**config.mk**
```make
export PLATFORM = sky130hd
export DESIGN_NAME = sorted_priority_queue
export DESIGN_NICKNAME = d
export VERILOG_FILES = /design/src/rtl/spq_pkg.sv /design/src/rtl/spq_cell.sv /design/src/rtl/sorted_priority_queue.sv
export SDC_FILE = /design/constraint.sdc
export NUM_CORES = 2
export LEC_CHECK = 0
export BUFFER_PORTS_ARGS = -buffer_cell sky130_fd_sc_hd__buf_2
export CAP_MARGIN = 40
export CORE_MARGIN = 4
export CORE_UTILIZATION = 55
export CTS_CLUSTER_DIAMETER = 30
export DETAILED_ROUTE_END_ITERATION = 12
export PLACE_DENSITY = 0.72
export SETUP_SLACK_MARGIN = 0.2
export SKIP_CTS_REPAIR_TIMING = 1
export SLEW_MARGIN = 15
export SYNTH_ARGS = -nofsm -noshare
export SYNTH_HDL_FRONTEND = slang
export SYNTH_HIERARCHICAL = 1
export SYNTH_SLANG_ARGS = --single-unit
export TNS_END_PERCENT = 5
```
**constraint.sdc**
```tcl
create_clock -name clk -period 36.6 [get_ports clk]
set_clock_uncertainty 0.05 [all_clocks]
set_input_delay 5.49 -clock clk [delete_from_list [all_inputs] [get_ports clk]]
set_output_delay 5.49 -clock clk [all_outputs]
set_load 0.1 [all_outputs]
```
**src/rtl/spq_pkg.sv**
```systemverilog
// Shared types and constants for the sorted priority queue.
// Used by spq_cell and sorted_priority_queue; no dependencies.
package spq_pkg;

  localparam int unsigned DEPTH_DEF      = 16;
  localparam int unsigned DATA_WIDTH_DEF = 32;
  localparam int unsigned VALUE_W        = 32;
  localparam int unsigned COUNT_W        = 5;

  // Operation codes; the spare code behaves as a query
  typedef enum logic [1:0] {
    MODE_QUERY   = 2'd0,
    MODE_ENQUEUE = 2'd1,
    MODE_DEQUEUE = 2'd2,
    MODE_SPARE   = 2'd3
  } mode_t;

  typedef enum logic [1:0] {
    STATUS_OK        = 2'd0,
    STATUS_OVERFLOW  = 2'd1,
    STATUS_UNDERFLOW = 2'd2
  } status_t;

  typedef enum logic {
    ORDER_LARGEST  = 1'b0,
    ORDER_SMALLEST = 1'b1
  } order_t;

  typedef struct packed {
    logic [1:0]                mode;
    logic signed [VALUE_W-1:0] value;
  } in_t;

  typedef struct packed {
    logic signed [VALUE_W-1:0] popped_value;
    logic signed [VALUE_W-1:0] head_value;
    logic signed [VALUE_W-1:0] tail_value;
    logic [COUNT_W-1:0]        entry_count;
    logic                      is_empty;
    logic                      is_full;
    logic [1:0]                status;
  } out_t;

  // Control broadcast to every cell
  typedef struct packed {
    logic   enq;
    logic   deq;
    order_t order;
  } cell_ctl_t;

endpackage

```
**src/rtl/spq_cell.sv**
```systemverilog
// One storage cell of the sorted priority queue.
// Depends on spq_pkg; instantiated in a row by sorted_priority_queue.
module spq_cell #(
  parameter int unsigned DW = spq_pkg::DATA_WIDTH_DEF
) (
  input  logic                  clk,
  input  spq_pkg::cell_ctl_t    ctl,
  input  logic signed [DW-1:0]  ins_val,
  input  logic signed [DW-1:0]  prev_val,
  input  logic signed [DW-1:0]  next_val,
  input  logic                  occ,
  input  logic                  found_in,
  output logic                  found_out,
  output logic signed [DW-1:0]  val
);

  logic signed [DW-1:0] val_r;
  logic signed [DW-1:0] val_nxt;
  logic                 better;
  logic                 stop;

  // stored value strictly ahead of the incoming one?
  assign better = (ctl.order == spq_pkg::ORDER_SMALLEST) ? (val_r < ins_val)
                                                         : (val_r > ins_val);
  assign stop      = !occ || !better;
  assign found_out = found_in || stop;

  // enqueue and dequeue never come together; with neither, the cell holds
  always_comb begin
    val_nxt = val_r;
    if (ctl.enq) begin
      if (found_in)  val_nxt = prev_val;
      else if (stop) val_nxt = ins_val;
    end else if (ctl.deq) begin
      val_nxt = next_val;
    end
  end

  always_ff @(posedge clk) begin
    val_r <= val_nxt;
  end

  assign val = val_r;

endmodule

```
**src/rtl/sorted_priority_queue.sv**
```systemverilog
// Sorted priority queue top level: a row of spq_cell instances plus count
// and result registers. Depends on spq_pkg and spq_cell.
//
// Usage:
//   Input: an item (mode, value) is transferred on a rising edge with start
//   high and busy low. busy stays low: one item may be given every cycle.
//   Result: exactly one per item, on out_data with out_valid high for one
//   cycle, the cycle after the item's transfer. The receiver
//   cannot stall; results are never held back.
//   Throughput: one item per cycle. The insert position is found by a
//   ripple of found flags through the row of cells, so the path through
//   DEPTH compare-and-OR stages sets the clock rate.
//   Configuration: cfg_data[0] selects the order (0 largest first,
//   1 smallest first); cfg_ready is always high. Write only while idle.
//   Stored values are not re-sorted when the order changes.
//   Reset (rst_n low, synchronous): count and order cleared, no result
//   pending. Entry contents are not cleared; only entries below the count
//   are ever shown.
//   Enqueue into a full queue is dropped (status overflow); dequeue from an
//   empty queue returns 0 (status underflow).
module sorted_priority_queue #(
  parameter int unsigned DEPTH      = spq_pkg::DEPTH_DEF,
  parameter int unsigned DATA_WIDTH = spq_pkg::DATA_WIDTH_DEF
) (
  input  logic           clk,
  input  logic           rst_n,
  input  logic           start,
  output logic           busy,
  input  spq_pkg::in_t   in_data,
  input  logic           cfg_valid,
  output logic           cfg_ready,
  input  logic [0:0]     cfg_data,
  output logic           out_valid,
  output spq_pkg::out_t  out_data
);

  localparam int unsigned CW = $clog2(DEPTH + 1);
  localparam int unsigned VW = spq_pkg::VALUE_W;

  spq_pkg::order_t           order_r;
  logic [CW-1:0]             cnt_r;
  logic [CW-1:0]             cnt_nxt;
  logic                      out_valid_r;
  logic signed [VW-1:0]      popped_r;
  logic [1:0]                status_r;
  logic signed [VW-1:0]      popped_nxt;
  spq_pkg::status_t          status_nxt;

  logic                      accept;
  logic                      is_enq;
  logic                      is_deq;
  logic                      full;
  logic                      empty;
  spq_pkg::cell_ctl_t        ctl;
  logic signed [DATA_WIDTH-1:0] ins_val;
  logic signed [63:0]        in_ext;
  logic signed [DATA_WIDTH-1:0] cell_val [DEPTH];
  logic                      found     [DEPTH+1];
  logic signed [DATA_WIDTH-1:0] tail_raw;
  logic [CW-1:0]             tail_idx;

  assign busy      = 1'b0;
  assign cfg_ready = 1'b1;
  assign accept    = start && !busy;

  assign full   = (cnt_r == CW'(DEPTH));
  assign empty  = (cnt_r == '0);
  assign is_enq = (in_data.mode == spq_pkg::MODE_ENQUEUE);
  assign is_deq = (in_data.mode == spq_pkg::MODE_DEQUEUE);

  assign ctl.enq   = accept && is_enq && !full;
  assign ctl.deq   = accept && is_deq && !empty;
  assign ctl.order = order_r;

  // input sign-extended then cut to the storage width
  assign in_ext  = 64'(in_data.value);
  assign ins_val = in_ext[DATA_WIDTH-1:0];

  assign found[0] = 1'b0;

  for (genvar i = 0; i < DEPTH; i++) begin : g_cell
    logic signed [DATA_WIDTH-1:0] prev_v;
    logic signed [DATA_WIDTH-1:0] next_v;
    if (i == 0) begin : g_first
      assign prev_v = ins_val;
    end else begin : g_mid
      assign prev_v = cell_val[i-1];
    end
    if (i == DEPTH - 1) begin : g_last
      assign next_v = cell_val[i];
    end else begin : g_inner
      assign next_v = cell_val[i+1];
    end

    spq_cell #(.DW(DATA_WIDTH)) u_cell (
      .clk       (clk),
      .ctl       (ctl),
      .ins_val   (ins_val),
      .prev_val  (prev_v),
      .next_val  (next_v),
      .occ       (CW'(i) < cnt_r),
      .found_in  (found[i]),
      .found_out (found[i+1]),
      .val       (cell_val[i])
    );
  end

  always_comb begin
    cnt_nxt    = cnt_r;
    popped_nxt = '0;
    status_nxt = spq_pkg::STATUS_OK;
    if (accept) begin
      if (is_enq) begin
        if (full) status_nxt = spq_pkg::STATUS_OVERFLOW;
        else      cnt_nxt    = cnt_r + CW'(1);
      end else if (is_deq) begin
        if (empty) begin
          status_nxt = spq_pkg::STATUS_UNDERFLOW;
        end else begin
          cnt_nxt    = cnt_r - CW'(1);
          popped_nxt = VW'(64'(cell_val[0]));
        end
      end
    end
  end

  always_ff @(posedge clk) begin
    if (!rst_n) begin
      order_r     <= spq_pkg::ORDER_LARGEST;
      cnt_r       <= '0;
      out_valid_r <= 1'b0;
    end else begin
      if (cfg_valid && cfg_ready) order_r <= spq_pkg::order_t'(cfg_data[0]);
      cnt_r       <= cnt_nxt;
      out_valid_r <= accept;
    end
  end

  always_ff @(posedge clk) begin
    if (accept) begin
      popped_r <= popped_nxt;
      status_r <= status_nxt;
    end
  end

  // tail select: one-hot OR over the row
  assign tail_idx = cnt_r - CW'(1);
  always_comb begin
    tail_raw = '0;
    for (int i = 0; i < DEPTH; i++) begin
      if (CW'(i) == tail_idx) tail_raw = tail_raw | cell_val[i];
    end
  end

  assign out_valid             = out_valid_r;
  assign out_data.popped_value = popped_r;
  assign out_data.head_value   = empty ? '0 : VW'(64'(cell_val[0]));
  assign out_data.tail_value   = empty ? '0 : VW'(64'(tail_raw));
  assign out_data.entry_count  = spq_pkg::COUNT_W'(cnt_r);
  assign out_data.is_empty     = empty;
  assign out_data.is_full      = full;
  assign out_data.status       = status_r;

endmodule

```
==> run summary <==
The run finished with clean final reports. The path class of the tightest hold or removal check is reg2reg. For the worst setup path, the data required time is 37000 ps.

The hold violation count in the final report was 0. Among the stages of the critical path, the cell type that occurs most often is sky130_fd_sc_hd__nor3b_1. The worst setup path is launched from an input port. The number of global-route vias before repair is 43.6k, and the H-tree depth is 4. Leaving out fill and tap cells, the most frequent cell in the layout is sky130_fd_sc_hd__a21oi_1. At the later pin of the worst-skew pair, clock insertion delay measures 740 ps. The area growth from synthesis to final layout is 15.6%. The clock group share of total power was 43.0%; the delay of the slowest cell on the worst path was 550 ps. In the final layout, the share of cells above drive strength 1 is 11.9%.

Based on the critical path, the design can be clocked at up to 53.7 MHz. TritonCTS built the clock tree. Leaving out fill and tap cells, the most frequent cells in the layout are 789 x sky130_fd_sc_hd__a21oi_1, 618 x sky130_fd_sc_hd__nor2_1, 606 x sky130_fd_sc_hd__mux2i_1.

The total of buffers placed on input and output ports is 144. For the number of placement rows, the log shows 108. The internal portion of the total power is 1.94 mW. Cells fill 64.5% of the core in the end. Max-cap violations in this run came to 0. Of all nets on the critical path, the largest fanout is 34.

The critical path endpoint category was a register. The total track usage was 40.2%. Global routing finished with a remaining overflow of 0. For this run, the post-layout net count is 5986. The tools report the core region area as 0.0872 mm^2. At the end of routability-driven placement, the weighted congestion stood at 1.04. The detailed router finished its first iteration with 7485 violations.

For the number of clock sinks, the log shows 553. The analysis attributes to net switching a power of 1.16 mW. Counting along the longest clock path gives a buffer depth of 3. The post-CTS clock slew at the launch and capture registers of the worst setup and hold paths is 50 ps. The count of pins on the block boundary is 147.

The die outline height works out to 305 um. The accumulated negative setup slack came out at 0 ps. For this run, the detailed router's first-pass iteration total came to 9. For the pin with the worst max-slew slack, the measured transition is 930 ps. Setup violations remaining at the end of the flow were counted as 0.

For the slack of the worst reg-to-reg path, the log shows 22830 ps. The logs give 135000 um for the detailed-placement wirelength estimate and 55.8% for the starting utilization of the core area. After technology mapping, the gate count stands at 5325.

The final period demand of the worst path works out to 18600 ps. The detail-routed via count per cell is 6.96. After synthesis, the mean cell area works out to 9.13 um^2. The tree is rooted in a sky130_fd_sc_hd__clkbuf_16. The most critical setup path has its endpoint at g_cell[15].u_cell/val[9]. Endpoint of the worst register-to-register path: g_cell[15].u_cell/val[9]. The final layout contains routed wiring with a total length of 196000 um. For the total of fill cells in the finished design, the log shows 7013. The critical path's slowest cell is sky130_fd_sc_hd__nor3b_1. After detailed routing, the number of remaining DRC violations is 0. For the maximum ir drop on the vdd rail, the log shows 62.7 uV. Registers are responsible for 28.1% of the overall power. Setup repair after global routing left no endpoint under its margin. Entering global routing, the biggest net connects 96 pins. Combinational logic is responsible for 28.9% of the overall power. The launch point of the critical path was in_data[7]. For the worst setup path, the data arrival time is 19000 ps.

The logs give 0.0165 mm^2 for the flip-flop and latch area and 0.0486 mm^2 for the cell area after synthesis. The logs give 6419 for the number of instances in the placed design and 6711 for the count of placed standard cells in the final layout, fillers left out. The final critical path takes up 50.8% of the cycle. The floorplan step defined a die boundary enclosing 0.0932 mm^2. The power per standard cell area is 55.2 mW/mm^2, and the die width is 305 um. Summing over every cut layer, the via total after detailed routing is 46.7k. Measured against its own limit, the worst slew margin works out to 36.4%. The number of warnings issued by yosys is 6. The beginning of the worst register-to-register path is g_cell[0].u_cell/val[5]. The logs give 11 for the initial antenna violation count and 27.1 nW for the leakage power figure. The critical path in this run is classified as in2reg.

Net switching is 37.4% of the power. The run gives 0 as the number of nets still failing antenna checks after routing. In the final layout, the multi-input gates occupy 0.0291 mm^2. TritonCTS created 155 clock buffers.

The tightest hold margin was 611 ps. The first global-routing pass estimated 283000 um of wire. The number of cells on the worst reg-to-reg path is 48. The run gives 0 as the max-slew violation count.

The average routed wire per standard cell is 29.2 um.
-- stage by stage --
stage | area, um^2 | setup WS, ps | power, mW
floorplan | 48600 | 17600 | 1.44
global placement | 50600 | 17540 | 1.70
detailed placement | 50900 | 17170 | 1.73
CTS | 56100 | 17890 | 3.06
global route | 56200 | 17510 | 3.19
finish | 56200 | 18000 | 3.10
-- power groups by stage --
stage	combinational, mW	clock, mW	sequential [mW]
CTS	0.859	1.34	0.864
global placement	0.828	0	0.873
global route	0.939	1.38	0.873
floorplan	0.585	0	0.858
detailed placement	0.854	0	0.874
finish	0.897	1.33	0.871
-- metal layers --
layer  vias to the layer above  share of wire, %  global-route usage (%)
li1                      20200                 -                       -
met1                     21800                36                    51.4
met2                      3792                41                    58.3
met3                       957                16                    14.9
met4                         8               7.2                    23.8
met5                         -             0.031                       0
-- final cells by class --
cell class,count,share of cell area (%)
diodes,4,0.0178
clock buffers,177,7.09
clock inverters,105,2.07
inverters,539,3.60
multi-input cells,3904,51.7
flip-flops and latches,553,29.4
well taps,1155,2.57
repair buffers,274,3.50
-- flip-flops by register name, summed over array words and instances (netlist names) --
register           cells
g_cell.u_cell/val    512
popped_r              32
out_valid              1
order_r                1
cnt_r                  5
status_r               2
-- worst min path at each step --
stage	from	end	slack (ps)	depth (start not counted)
final	g_cell[2].u_cell/val[22]	g_cell[1].u_cell/val[22]	610	2
after global routing	g_cell[2].u_cell/val[0]	g_cell[1].u_cell/val[0]	640	2
after CTS	g_cell[2].u_cell/val[22]	g_cell[1].u_cell/val[22]	610	2
after detailed placement	g_cell[2].u_cell/val[4]	g_cell[1].u_cell/val[4]	590	2
after global placement	g_cell[6].u_cell/val[20]	g_cell[5].u_cell/val[20]	580	2
after floorplan	g_cell[9].u_cell/val[0]	g_cell[8].u_cell/val[0]	560	2
-- critical path: cells and delay by family --
| family | cells | cell delay, ps |
|---|---|---|
| adders and majority gates | 1 | 330 |
| AOI/OAI and AO/OA | 7 | 2140 |
| and+or+nand+nor | 25 | 5890 |
| muxes | 4 | 440 |
| buffers and inverters | 14 | 4600 |
Power figures use the tool's default switching activity.
